--- config.mk ---
export PLATFORM = sky130hd
export DESIGN_NAME = scalar_kalman_filter_bank_flat
export DESIGN_NICKNAME = d
export VERILOG_FILES = /design/src/hw/rtl/skfb_pkg.sv /design/src/hw/rtl/skfb_ifs.sv /design/src/hw/rtl/scalar_kalman_filter_bank.sv /design/src/flat_wrapper.sv
export SDC_FILE = /design/constraint.sdc
export NUM_CORES = 2
export LEC_CHECK = 0
export ABC_AREA = 0
export BUFFER_PORTS_ARGS = -buffer_cell sky130_fd_sc_hd__buf_2
export CORE_UTILIZATION = 23
export DETAILED_ROUTE_END_ITERATION = 8
export PLACE_DENSITY_LB_ADDON = 0.3
export SYNTH_ARGS = -nofsm -noshare
export SYNTH_HDL_FRONTEND = slang
export SYNTH_SLANG_ARGS = --single-unit
--- constraint.sdc ---
create_clock -name clock -period 17.9 [get_ports clock]
set_input_delay 3.58 -clock clock [delete_from_list [all_inputs] [get_ports clock]]
set_output_delay 3.58 -clock clock [all_outputs]
set_load 0.01 [all_outputs]
--- src/hw/rtl/skfb_pkg.sv ---
// Shared types and constants of the scalar Kalman filter bank.
// No dependencies; used by the interfaces and the top level.
package skfb_pkg;

   localparam int CHANNELS  = 9;
   localparam int CHANNEL_W = 4;
   localparam int SAMPLE_W  = 16;
   localparam int DATA_W    = 32;
   localparam int CSR_IDX_W = 2;
   localparam int DIV_STEPS = 31;
   localparam int CNT_W     = $clog2(DIV_STEPS);

   localparam logic [DATA_W-1:0] ONE_Q30  = 32'h4000_0000;
   localparam logic [DATA_W-1:0] HALF_Q30 = 32'h2000_0000;
   localparam logic [DATA_W-1:0] Q_RESET  = 32'd10737;
   localparam logic [DATA_W-1:0] R_RESET  = 32'd53687;

   localparam logic [CSR_IDX_W-1:0] REG_PROCESS_NOISE     = 2'd0;
   localparam logic [CSR_IDX_W-1:0] REG_MEASUREMENT_NOISE = 2'd1;

   typedef enum logic [2:0] {
      ST_IDLE,
      ST_LOAD,
      ST_DIV,
      ST_MUL_X,
      ST_MUL_P,
      ST_DONE
   } skfb_state_type;

endpackage

--- src/hw/rtl/skfb_ifs.sv ---
// Handshake interfaces: sample items in, estimate items out, register writes.
// Depends on skfb_pkg.
interface skfb_req_if;
   import skfb_pkg::*;
   logic                        valid;
   logic                        ready;
   logic [CHANNEL_W-1:0]        channel;
   logic signed [SAMPLE_W-1:0]  sample;
   modport source (output valid, channel, sample, input ready);
   modport sink   (input valid, channel, sample, output ready);
endinterface

interface skfb_rsp_if;
   import skfb_pkg::*;
   logic                      valid;
   logic                      ready;
   logic [CHANNEL_W-1:0]      out_channel;
   logic signed [DATA_W-1:0]  estimate;
   modport source (output valid, out_channel, estimate, input ready);
   modport sink   (input valid, out_channel, estimate, output ready);
endinterface

interface skfb_csr_if;
   import skfb_pkg::*;
   logic                  valid;
   logic                  ready;
   logic [CSR_IDX_W-1:0]  index;
   logic [DATA_W-1:0]     data;
   modport source (output valid, index, data, input ready);
   modport sink   (input valid, index, data, output ready);
endinterface

--- src/hw/rtl/scalar_kalman_filter_bank.sv ---
// Items are handled one at a time: a new item is accepted only when idle, once the previous
// one has run the 31-step restoring gain divider and two passes through the single shared
// multiplier and its result is in the output register (an out-of-range channel skips both).
// Reset (synchronous): estimates to 0, covariances to 1.0, noise registers to
// their defaults; no clearing pass, ready in the cycle after reset.
module scalar_kalman_filter_bank (
   input  logic           clock,
   input  logic           reset,
   skfb_req_if.sink       req_bus,
   skfb_rsp_if.source     rsp_bus,
   skfb_csr_if.sink       csr_bus
);
   import skfb_pkg::*;

   skfb_state_type state_ff, state_in;

   logic [CHANNEL_W-1:0]       ch_ff, ch_in;
   logic signed [SAMPLE_W-1:0] sample_ff, sample_in;
   logic [DATA_W-1:0]          x_ff, x_in;
   logic [DATA_W-1:0]          pn_ff, pn_in;
   logic [DATA_W:0]            den_ff, den_in;
   logic                       neg_ff, neg_in;
   logic [DATA_W:0]            mag_ff, mag_in;
   logic [DATA_W+1:0]          rem_ff, rem_in;
   logic [30:0]                k_ff, k_in;
   logic [CNT_W-1:0]           cnt_ff, cnt_in;
   logic [63:0]                prod_ff, prod_in;
   logic [DATA_W-1:0]          qn_ff, rn_ff;
   logic                       rsp_valid_ff, rsp_valid_in;
   logic [CHANNEL_W-1:0]       rsp_ch_ff, rsp_ch_in;
   logic [DATA_W-1:0]          rsp_est_ff, rsp_est_in;

   logic [DATA_W-1:0] est_ff [CHANNELS];
   logic [DATA_W-1:0] cov_ff [CHANNELS];

   logic              ch_ok;
   logic              wr_en;
   logic [DATA_W-1:0] np;
   logic [DATA_W-1:0] x_sel, p_sel, z;
   logic [DATA_W:0]   psum, d;
   logic [DATA_W+1:0] trial, r_mag, x_ext, nx;
   logic              ge;
   logic [63:0]       rnd;
   logic [30:0]       mul_a;
   logic [DATA_W:0]   mul_b;

   assign ch_ok = ({28'd0, ch_ff} < CHANNELS);
   assign x_sel = ch_ok ? est_ff[ch_ff] : '0;
   assign p_sel = ch_ok ? cov_ff[ch_ff] : '0;
   assign rnd   = prod_ff + {32'd0, HALF_Q30};
   assign np    = rnd[61:30];
   assign prod_in = (state_ff == ST_MUL_X || state_ff == ST_MUL_P)
                    ? ({33'd0, mul_a} * {31'd0, mul_b}) : prod_ff;

   assign req_bus.ready       = (state_ff == ST_IDLE);
   assign csr_bus.ready       = 1'b1;
   assign rsp_bus.valid       = rsp_valid_ff;
   assign rsp_bus.out_channel = rsp_ch_ff;
   assign rsp_bus.estimate    = rsp_est_ff;

   always_comb begin
      state_in     = state_ff;
      ch_in        = ch_ff;
      sample_in    = sample_ff;
      x_in         = x_ff;
      pn_in        = pn_ff;
      den_in       = den_ff;
      neg_in       = neg_ff;
      mag_in       = mag_ff;
      rem_in       = rem_ff;
      k_in         = k_ff;
      cnt_in       = cnt_ff;
      rsp_valid_in = rsp_valid_ff && !rsp_bus.ready;
      rsp_ch_in    = rsp_ch_ff;
      rsp_est_in   = rsp_est_ff;
      wr_en        = 1'b0;
      mul_a        = k_ff;
      mul_b        = mag_ff;
      psum         = {1'b0, p_sel} + {1'b0, qn_ff};
      z            = {sample_ff, 16'h0000};
      d            = {z[DATA_W-1], z} - {x_sel[DATA_W-1], x_sel};
      trial        = (cnt_ff == '0) ? rem_ff : {rem_ff[DATA_W:0], 1'b0};
      ge           = (den_ff != '0) && (trial >= {1'b0, den_ff});
      r_mag        = rnd[63:30];
      x_ext        = {{2{x_ff[DATA_W-1]}}, x_ff};
      nx           = neg_ff ? (x_ext - r_mag) : (x_ext + r_mag);
      case (state_ff)
         ST_IDLE: begin
            if (req_bus.valid) begin
               ch_in     = req_bus.channel;
               sample_in = req_bus.sample;
               state_in  = ST_LOAD;
            end
         end
         ST_LOAD: begin
            pn_in  = psum[DATA_W] ? '1 : psum[DATA_W-1:0];
            den_in = {1'b0, pn_in} + {1'b0, rn_ff};
            x_in   = x_sel;
            neg_in = d[DATA_W];
            mag_in = d[DATA_W] ? (~d + 1'b1) : d;
            rem_in = {2'b00, pn_in};
            k_in   = '0;
            cnt_in = '0;
            if (ch_ok) begin
               state_in = ST_DIV;
            end else begin
               x_in     = '0;
               state_in = ST_DONE;
            end
         end
         ST_DIV: begin
            rem_in = ge ? (trial - {1'b0, den_ff}) : trial;
            k_in   = {k_ff[29:0], ge};
            cnt_in = cnt_ff + 1'b1;
            if (cnt_ff == CNT_W'(DIV_STEPS - 1)) begin
               state_in = ST_MUL_X;
            end
         end
         ST_MUL_X: begin
            state_in = ST_MUL_P;
         end
         ST_MUL_P: begin
            x_in     = nx[DATA_W-1:0];
            mul_a    = ONE_Q30[30:0] - k_ff;
            mul_b    = {1'b0, pn_ff};
            state_in = ST_DONE;
         end
         ST_DONE: begin
            if (!rsp_valid_ff || rsp_bus.ready) begin
               wr_en        = ch_ok;
               rsp_valid_in = 1'b1;
               rsp_ch_in    = ch_ff;
               rsp_est_in   = x_ff;
               state_in     = ST_IDLE;
            end
         end
         default: begin
            state_in = ST_IDLE;
         end
      endcase
   end

   always_ff @(posedge clock) begin
      if (reset) begin
         state_ff     <= ST_IDLE;
         rsp_valid_ff <= 1'b0;
      end else begin
         state_ff     <= state_in;
         rsp_valid_ff <= rsp_valid_in;
      end
   end

   always_ff @(posedge clock) begin
      ch_ff      <= ch_in;
      sample_ff  <= sample_in;
      x_ff       <= x_in;
      pn_ff      <= pn_in;
      den_ff     <= den_in;
      neg_ff     <= neg_in;
      mag_ff     <= mag_in;
      rem_ff     <= rem_in;
      k_ff       <= k_in;
      cnt_ff     <= cnt_in;
      prod_ff    <= prod_in;
      rsp_ch_ff  <= rsp_ch_in;
      rsp_est_ff <= rsp_est_in;
   end

   always_ff @(posedge clock) begin
      if (reset) begin
         qn_ff <= Q_RESET;
         rn_ff <= R_RESET;
      end else if (csr_bus.valid) begin
         if (csr_bus.index == REG_PROCESS_NOISE) begin
            qn_ff <= csr_bus.data;
         end
         if (csr_bus.index == REG_MEASUREMENT_NOISE) begin
            rn_ff <= csr_bus.data;
         end
      end
   end

   always_ff @(posedge clock) begin
      if (reset) begin
         for (int i = 0; i < CHANNELS; i++) begin
            est_ff[i] <= '0;
            cov_ff[i] <= ONE_Q30;
         end
      end else if (wr_en) begin
         est_ff[ch_ff] <= x_ff;
         cov_ff[ch_ff] <= np;
      end
   end

endmodule

--- src/flat_wrapper.sv ---
// flat-port wrapper written by rule: the top's interface ports become plain ports
module scalar_kalman_filter_bank_flat import skfb_pkg::*;
  (clock, reset, req_bus_valid, req_bus_channel, req_bus_sample, req_bus_ready, rsp_bus_valid, rsp_bus_out_channel, rsp_bus_estimate, rsp_bus_ready, csr_bus_valid, csr_bus_index, csr_bus_data, csr_bus_ready);
  skfb_req_if req_bus_i ();
  skfb_rsp_if rsp_bus_i ();
  skfb_csr_if csr_bus_i ();
  input  logic clock;
  input  logic reset;
  input wire logic [$bits(req_bus_i.valid)-1:0] req_bus_valid;
  input wire logic [$bits(req_bus_i.channel)-1:0] req_bus_channel;
  input wire logic [$bits(req_bus_i.sample)-1:0] req_bus_sample;
  output wire logic [$bits(req_bus_i.ready)-1:0] req_bus_ready;
  output wire logic [$bits(rsp_bus_i.valid)-1:0] rsp_bus_valid;
  output wire logic [$bits(rsp_bus_i.out_channel)-1:0] rsp_bus_out_channel;
  output wire logic [$bits(rsp_bus_i.estimate)-1:0] rsp_bus_estimate;
  input wire logic [$bits(rsp_bus_i.ready)-1:0] rsp_bus_ready;
  input wire logic [$bits(csr_bus_i.valid)-1:0] csr_bus_valid;
  input wire logic [$bits(csr_bus_i.index)-1:0] csr_bus_index;
  input wire logic [$bits(csr_bus_i.data)-1:0] csr_bus_data;
  output wire logic [$bits(csr_bus_i.ready)-1:0] csr_bus_ready;
  assign req_bus_i.valid = req_bus_valid;
  assign req_bus_i.channel = req_bus_channel;
  assign req_bus_i.sample = req_bus_sample;
  assign req_bus_ready = req_bus_i.ready;
  assign rsp_bus_valid = rsp_bus_i.valid;
  assign rsp_bus_out_channel = rsp_bus_i.out_channel;
  assign rsp_bus_estimate = rsp_bus_i.estimate;
  assign rsp_bus_i.ready = rsp_bus_ready;
  assign csr_bus_i.valid = csr_bus_valid;
  assign csr_bus_i.index = csr_bus_index;
  assign csr_bus_i.data = csr_bus_data;
  assign csr_bus_ready = csr_bus_i.ready;
  scalar_kalman_filter_bank u_core (.clock(clock), .reset(reset), .req_bus(req_bus_i), .rsp_bus(rsp_bus_i), .csr_bus(csr_bus_i));
endmodule
# Yosys cells after proc, flatten, opt, wreduce, memory -nomap -nowiden
# Memory sizes are Yosys's and may differ from the RTL's. A register that Yosys moved wholly into a read port is not among the register bits.
# Index checks and enable logic that the tools add are counted.
[totals] regBits=387 ramBits=576 inputBits=59 out_inout_bits=39 word_cells=99 n_memories=2
[mem_list] memory="u_core.cov_ff" depth=9 width=32 read_ports=1 rd_clocked_by_memory_dff=1 write_ports=9 line_no="scalar_kalman_filter_bank.sv:34" text="logic [DATA_W-1:0] cov_ff [CHANNELS];"
[mem_list] memory="u_core.est_ff" depth=9 width=32 read_ports=1 rd_clocked_by_memory_dff=1 write_ports=9 line_no="scalar_kalman_filter_bank.sv:33" text="logic [DATA_W-1:0] est_ff [CHANNELS];"
[classes] add_sub_neg=10 multipliers=1 magnitude_cmp=2 n_eq_ne=10 n_mux=36 bitwise=1 n_reduce_logical=19
[ops] operator="$mux 32" n=8
[ops] operator="$mux 34" n=2
[ops] operator="$pmux 34 s2" n=1
[ops] operator="$add 32x32->33" n=2
[ops] operator="$pmux 32 s2" n=1
[ops] operator="$reduce_or 32->1" n=2
[ops] operator="$add 62x30->62 const B" n=1
[ops] operator="$mul 31x33->62" n=1
[ops] operator="$pmux 31 s2" n=1
[ops] operator="$ge 34x33->1" n=1
[ops] operator="$sub 34x33->34" n=1
[ops] operator="$add 33x1->33 const B" n=1
[ops] operator="$mux 33" n=1
[ops] operator="$not 33->33" n=1
[ops] operator="$reduce_bool 33->1" n=1
[ops] operator="$sub 32x32->33" n=1
[ops] operator="$add 32x32->32" n=1
[ops] operator="$sub 32x32->32" n=1
[ops] operator="$mux 31" n=1
[ops] operator="$sub 31x31->31 const A" n=1
[ops] operator="$pmux 3 s6" n=1
[ops] operator="$mux 4" n=4
[ops] operator="$mux 3" n=4
[ops] operator="$mux 1" n=11
[ops] operator="19 further kinds" n=29

# Longest topological paths before layout
[logic_depth] depth_word=9 depth_mapped=42

# Worst setup path after synthesis
# OpenSTA, ideal clock, no wires.
[synth_timing] path_type="register -> register" from="reg u_core.k_ff[0]" to="reg u_core.prod_ff[61], data pin" setup_ns=0.262 arrival_time_ns=9.697 required_ns=17.638 path_slack_ns=7.941 path_stages_with_launch=36 n_path_buf=2 path_cell_list="edfxtp_1 > inv_1 > clkbuf_1 > ha_1 > nor3b_1 > and2_1 > nand2_1 > or4_1 > nor2_1 > nor2_1 > xor2_1 > clkbuf_1 > nand2_1 > fa_1 > inv_1 > fa_1 > inv_1 > fa_1 > inv_1 > fa_1 > fa_1 > fa_1 > fa_1 > fa_1 > ha_1 > nand2_1 > a211o_1 > a21oi_1 > o21a_1 > a21oi_1 > o41a_1 > o31ai_1 > nand2_1 > and4b_1 > o31ai_1 > xnor2_1"
[synth_between] elab_chain_cells=3
[synth_lines] element="start, declared" line_no="scalar_kalman_filter_bank.sv:25" text="logic [30:0] k_ff, k_in;"
[synth_lines] element="start signal, assigned" line_no="scalar_kalman_filter_bank.sv:162" text="k_ff <= k_in;"
[synth_lines] element="$sub 31x31->31" line_no="scalar_kalman_filter_bank.sv:124" text="mul_a = ONE_Q30[30:0] - k_ff;"
[synth_lines] element="$mux 31 *" line_no="scalar_kalman_filter_bank.sv:87" text="case (state_ff)"
[synth_lines] element="$mul 31x33->62 *" line_no="scalar_kalman_filter_bank.sv:53" text="? ({33'd0, mul_a} * {31'd0, mul_b}) : prod_ff;"
[synth_lines] element="end signal, assigned" line_no="scalar_kalman_filter_bank.sv:164" text="prod_ff <= prod_in;"
[synth_lines] element="end, declared" line_no="scalar_kalman_filter_bank.sv:27" text="logic [63:0] prod_ff, prod_in;"
# Mark *: on every way between the ends. The rest lies on a longest branch, timed or not.
# A chain may end at the register's enable or synchronous reset.

# Worst setup path after layout
[layout_timing] from="reg u_core.k_ff[0]" to="reg u_core.prod_ff[50], data pin"
# Same word-level chain as after synthesis.

==> impl_metrics.py <==
metrics = {
    "floorplan": {
        "dieArea_mm2": 0.421,
        "ios": 98,
        "start_util_pct": 23.1,
        "dieHeight_um": 649,
        "die-width_um": 649,
        "rows": 237,
        "core_area_mm2": 0.417,
    },
    "cts": {
        "clk_root_buffer_cell": "clkbuf_16",
        "clock_sinks": 1386,
        "cts_tree": "yes",
        "clkTransAtPathRegs_ns": 0.06,
        "cts-resized-gates": 0,
        "clock_path_buffers": 3,
        "h-tree-depth": 4,
        "post-cts-setup-buffers": 0,
        "hold_buffers": 0,
        "insertion_delay_ns": 0.81,
        "cts_buffers": 151,
    },
    "sta": {
        "worst_pin_slew_ns": 1.33,
        "fmax_mhz": 87.4,
        "rsz0062_at_grt": "no",
        "finClkSkew_ns": 0.0352,
        "relSlewSlack_pct": 10.5,
        "fin_setup_tns_ns": 0,
        "hold_viol_final": 0,
        "setup_ws_ns": 6.46,
        "fin_crit_ns": 11.44,
        "setup-violations-final": 0,
        "finalCritPeriodShare_pct": 63.9,
        "slew_viol_final": 0,
    },
    "synthesis": {
        "ys_top_cells_by_area": "edfxtp_1 (41%), fa_1 (19%), mux4_2 (6.8%)",
        "yosys_warnings": 0,
        "ys.flop_type": "edfxtp_1",
        "ys_seq_area_share_pct": 42.5,
        "avgSynthCellArea_um2": 11.7,
        "synth_top_cell_by_area": "edfxtp_1",
        "netlist_area_mm2": 0.0963,
        "syn_inst": 8212,
        "synth_top_area_share_pct": 41.0,
        "synth-seq-cells": 1386,
        "synth_edf_count": 1314,
        "async_flop_share_pct": 0,
        "synthDistinctLibCells": 96,
    },
    "global_routing": {
        "grt_overflow": 0,
        "grt_pass1_wl_um": 454000,
        "antenna_found_initial": 38,
        "grt_max_degree": 78,
        "grt_use_total_pct": 14.5,
        "grt_pass1_vias": 65400,
    },
    "critical_path": {
        "worst-endpoint-required_ns": 18.43,
        "startpoint_type": "flop",
        "crit_path_frequent_cell": "fa_1",
        "cp_data_arrival_time_ns": 11.97,
        "worstSetupStartpoint": "u_core.k_ff[0]",
        "crit_type": "reg -> reg",
        "critPathMaxStageDelay_ns": 0.89,
        "crit_path_max_fanout": 22,
        "cp_slowest_cell": "xnor2_1",
        "r2r-start": "u_core.k_ff[0]",
        "end_kind": "flop",
        "ff2ff_path_depth": 35,
        "r2r_setup_slack_ns": 6.46,
        "r2r_end": "u_core.prod_ff[50]",
    },
    "finish": {
        "syn_to_final_growth_pct": 14.9,
        "fin_cells": 14300,
        "layout_common_cells": "edfxtp_1 (1314), nand2_1 (1077), inv_1 (1002)",
        "drive_gt1_share_pct": 11.3,
        "nNetsFinal": 10000,
        "final_common_cell": "edfxtp_1",
    },
    "drt": {
        "drtIter0Drc": 5832,
        "ant_nets": 0,
        "post_drt_wl_per_cell_um": 21.6,
        "drc_errors": 0,
        "vias_per_cell": 4.47,
        "firstDrtPassIters": 7,
        "via_count": 64000,
        "wirelength_um": 309000,
    },
    "worst_hold_path": {
        "holdPathStages": 2,
        "hold_path_class": "reg -> reg",
        "hold_start": "u_core.rn_ff[17]",
        "min_delay_worst_endpoint": "u_core.rn_ff[17]",
    },
    "status": {
        "run_status": "finished clean",
    },
    "placement": {
        "hpwlAfterDp_um": 218000,
        "dp_cells": 14000,
        "io_buffers": 96,
        "gp_congestion": 0.882,
        "dp_slack_ns": 6.63,
    },
    "flow_run": {
        "max_cap_violations": 0,
    },
}
worst max path at each step:
stage | endpoint | slack [ns] | cells past startpoint
6_report | u_core.prod_ff[50] | 6.46 | 35
5_1_grt | u_core.prod_ff[50] | 5.81 | 36
4_1_cts | u_core.prod_ff[50] | 6.59 | 36
3_5_place_dp | u_core.prod_ff[50] | 6.63 | 36
3_3_place_gp | u_core.prod_ff[50] | 6.72 | 37
2_1_floorplan | u_core.prod_ff[61] | 7.94 | 35
critical path: cells and delay by family, from the launching register on:
kind	cells	cell delay, ns
fa+ha+maj	10	4.25
compound gates	9	2.33
simple gates	9	2.18
xor+xnor	2	1.06
buf+inv	5	0.97
flops	1	0.37
registers in the layout, indices dropped and copies added, names as in the netlist, 33 cells and up, named ones only:
register and cells:
u_core.cov_ff 512, u_core.mag_ff 33, u_core.den_ff 33, u_core.est_ff 512
u_core.prod_ff 33, u_core.rem_ff 34
Yosys cell counts (27+ instances only):
| cell | number |
|---|---|
| a21o_1 | 68 |
| a21oi_1 | 228 |
| a31oi_1 | 52 |
| and2_1 | 157 |
| and3_1 | 247 |
| buf_1 | 31 |
| clkbuf_1 | 381 |
| dfxtp_1 | 72 |
| edfxtp_1 | 1314 |
| fa_1 | 897 |
| ha_1 | 391 |
| inv_1 | 1004 |
| mux2_2 | 43 |
| mux2i_1 | 58 |
| mux4_2 | 291 |
| nand2_1 | 1088 |
| nand2b_1 | 53 |
| nand3_1 | 69 |
| nor2_1 | 818 |
| nor2b_1 | 41 |
| nor3_1 | 74 |
| o21a_1 | 33 |
| o21ai_0 | 133 |
| o21bai_1 | 27 |
| xnor2_1 | 202 |
| xor2_1 | 108 |
stage by stage:
step	util (%)	hold slack, ns	instance area (um^2)
5_1_grt	26.6	0.476	111000
3_3_place_gp	25.4	0.450	106000
2_1_floorplan	-	0.424	98000
6_report	26.6	0.462	111000
3_5_place_dp	25.4	0.453	106000
4_1_cts	26.6	0.464	111000
metal layers:
layer	global-route usage (%)	wire length (um)	part of all wire (%)	up-vias
met5	0	41	0.013	-
met4	4.25	9260	3.0	6
met3	2.39	21300	6.9	388
met2	23.4	143000	46	2072
met1	20.1	136000	44	33300
li1	-	-	-	28200
area by class of cell:
type | instances | area [um^2]
repair buffers | 319 | 2170
flip-flops and latches | 1386 | 40900
well taps | 5497 | 6880
inverters | 1007 | 3780
multi-input cells | 5832 | 52100
clock buffers | 183 | 3950
fillers | 43600 | 306000
clock inverters | 93 | 882
diodes | 13 | 32.5
cells by family after synthesis:
group	count (synthesis)	share of synthesized area [%]
buf+inv	1441	5.72
other cells	2	0.00780
xor+xnor	310	2.82
compound gates	703	4.71
mux	401	8.16
flops	1386	42.5
fa+ha+maj	1288	23.7
simple gates	2681	12.4
Power is left out: the tool's default activity adds up to more than one toggle a clock period on the data nets, which glitch-free logic cannot reach.
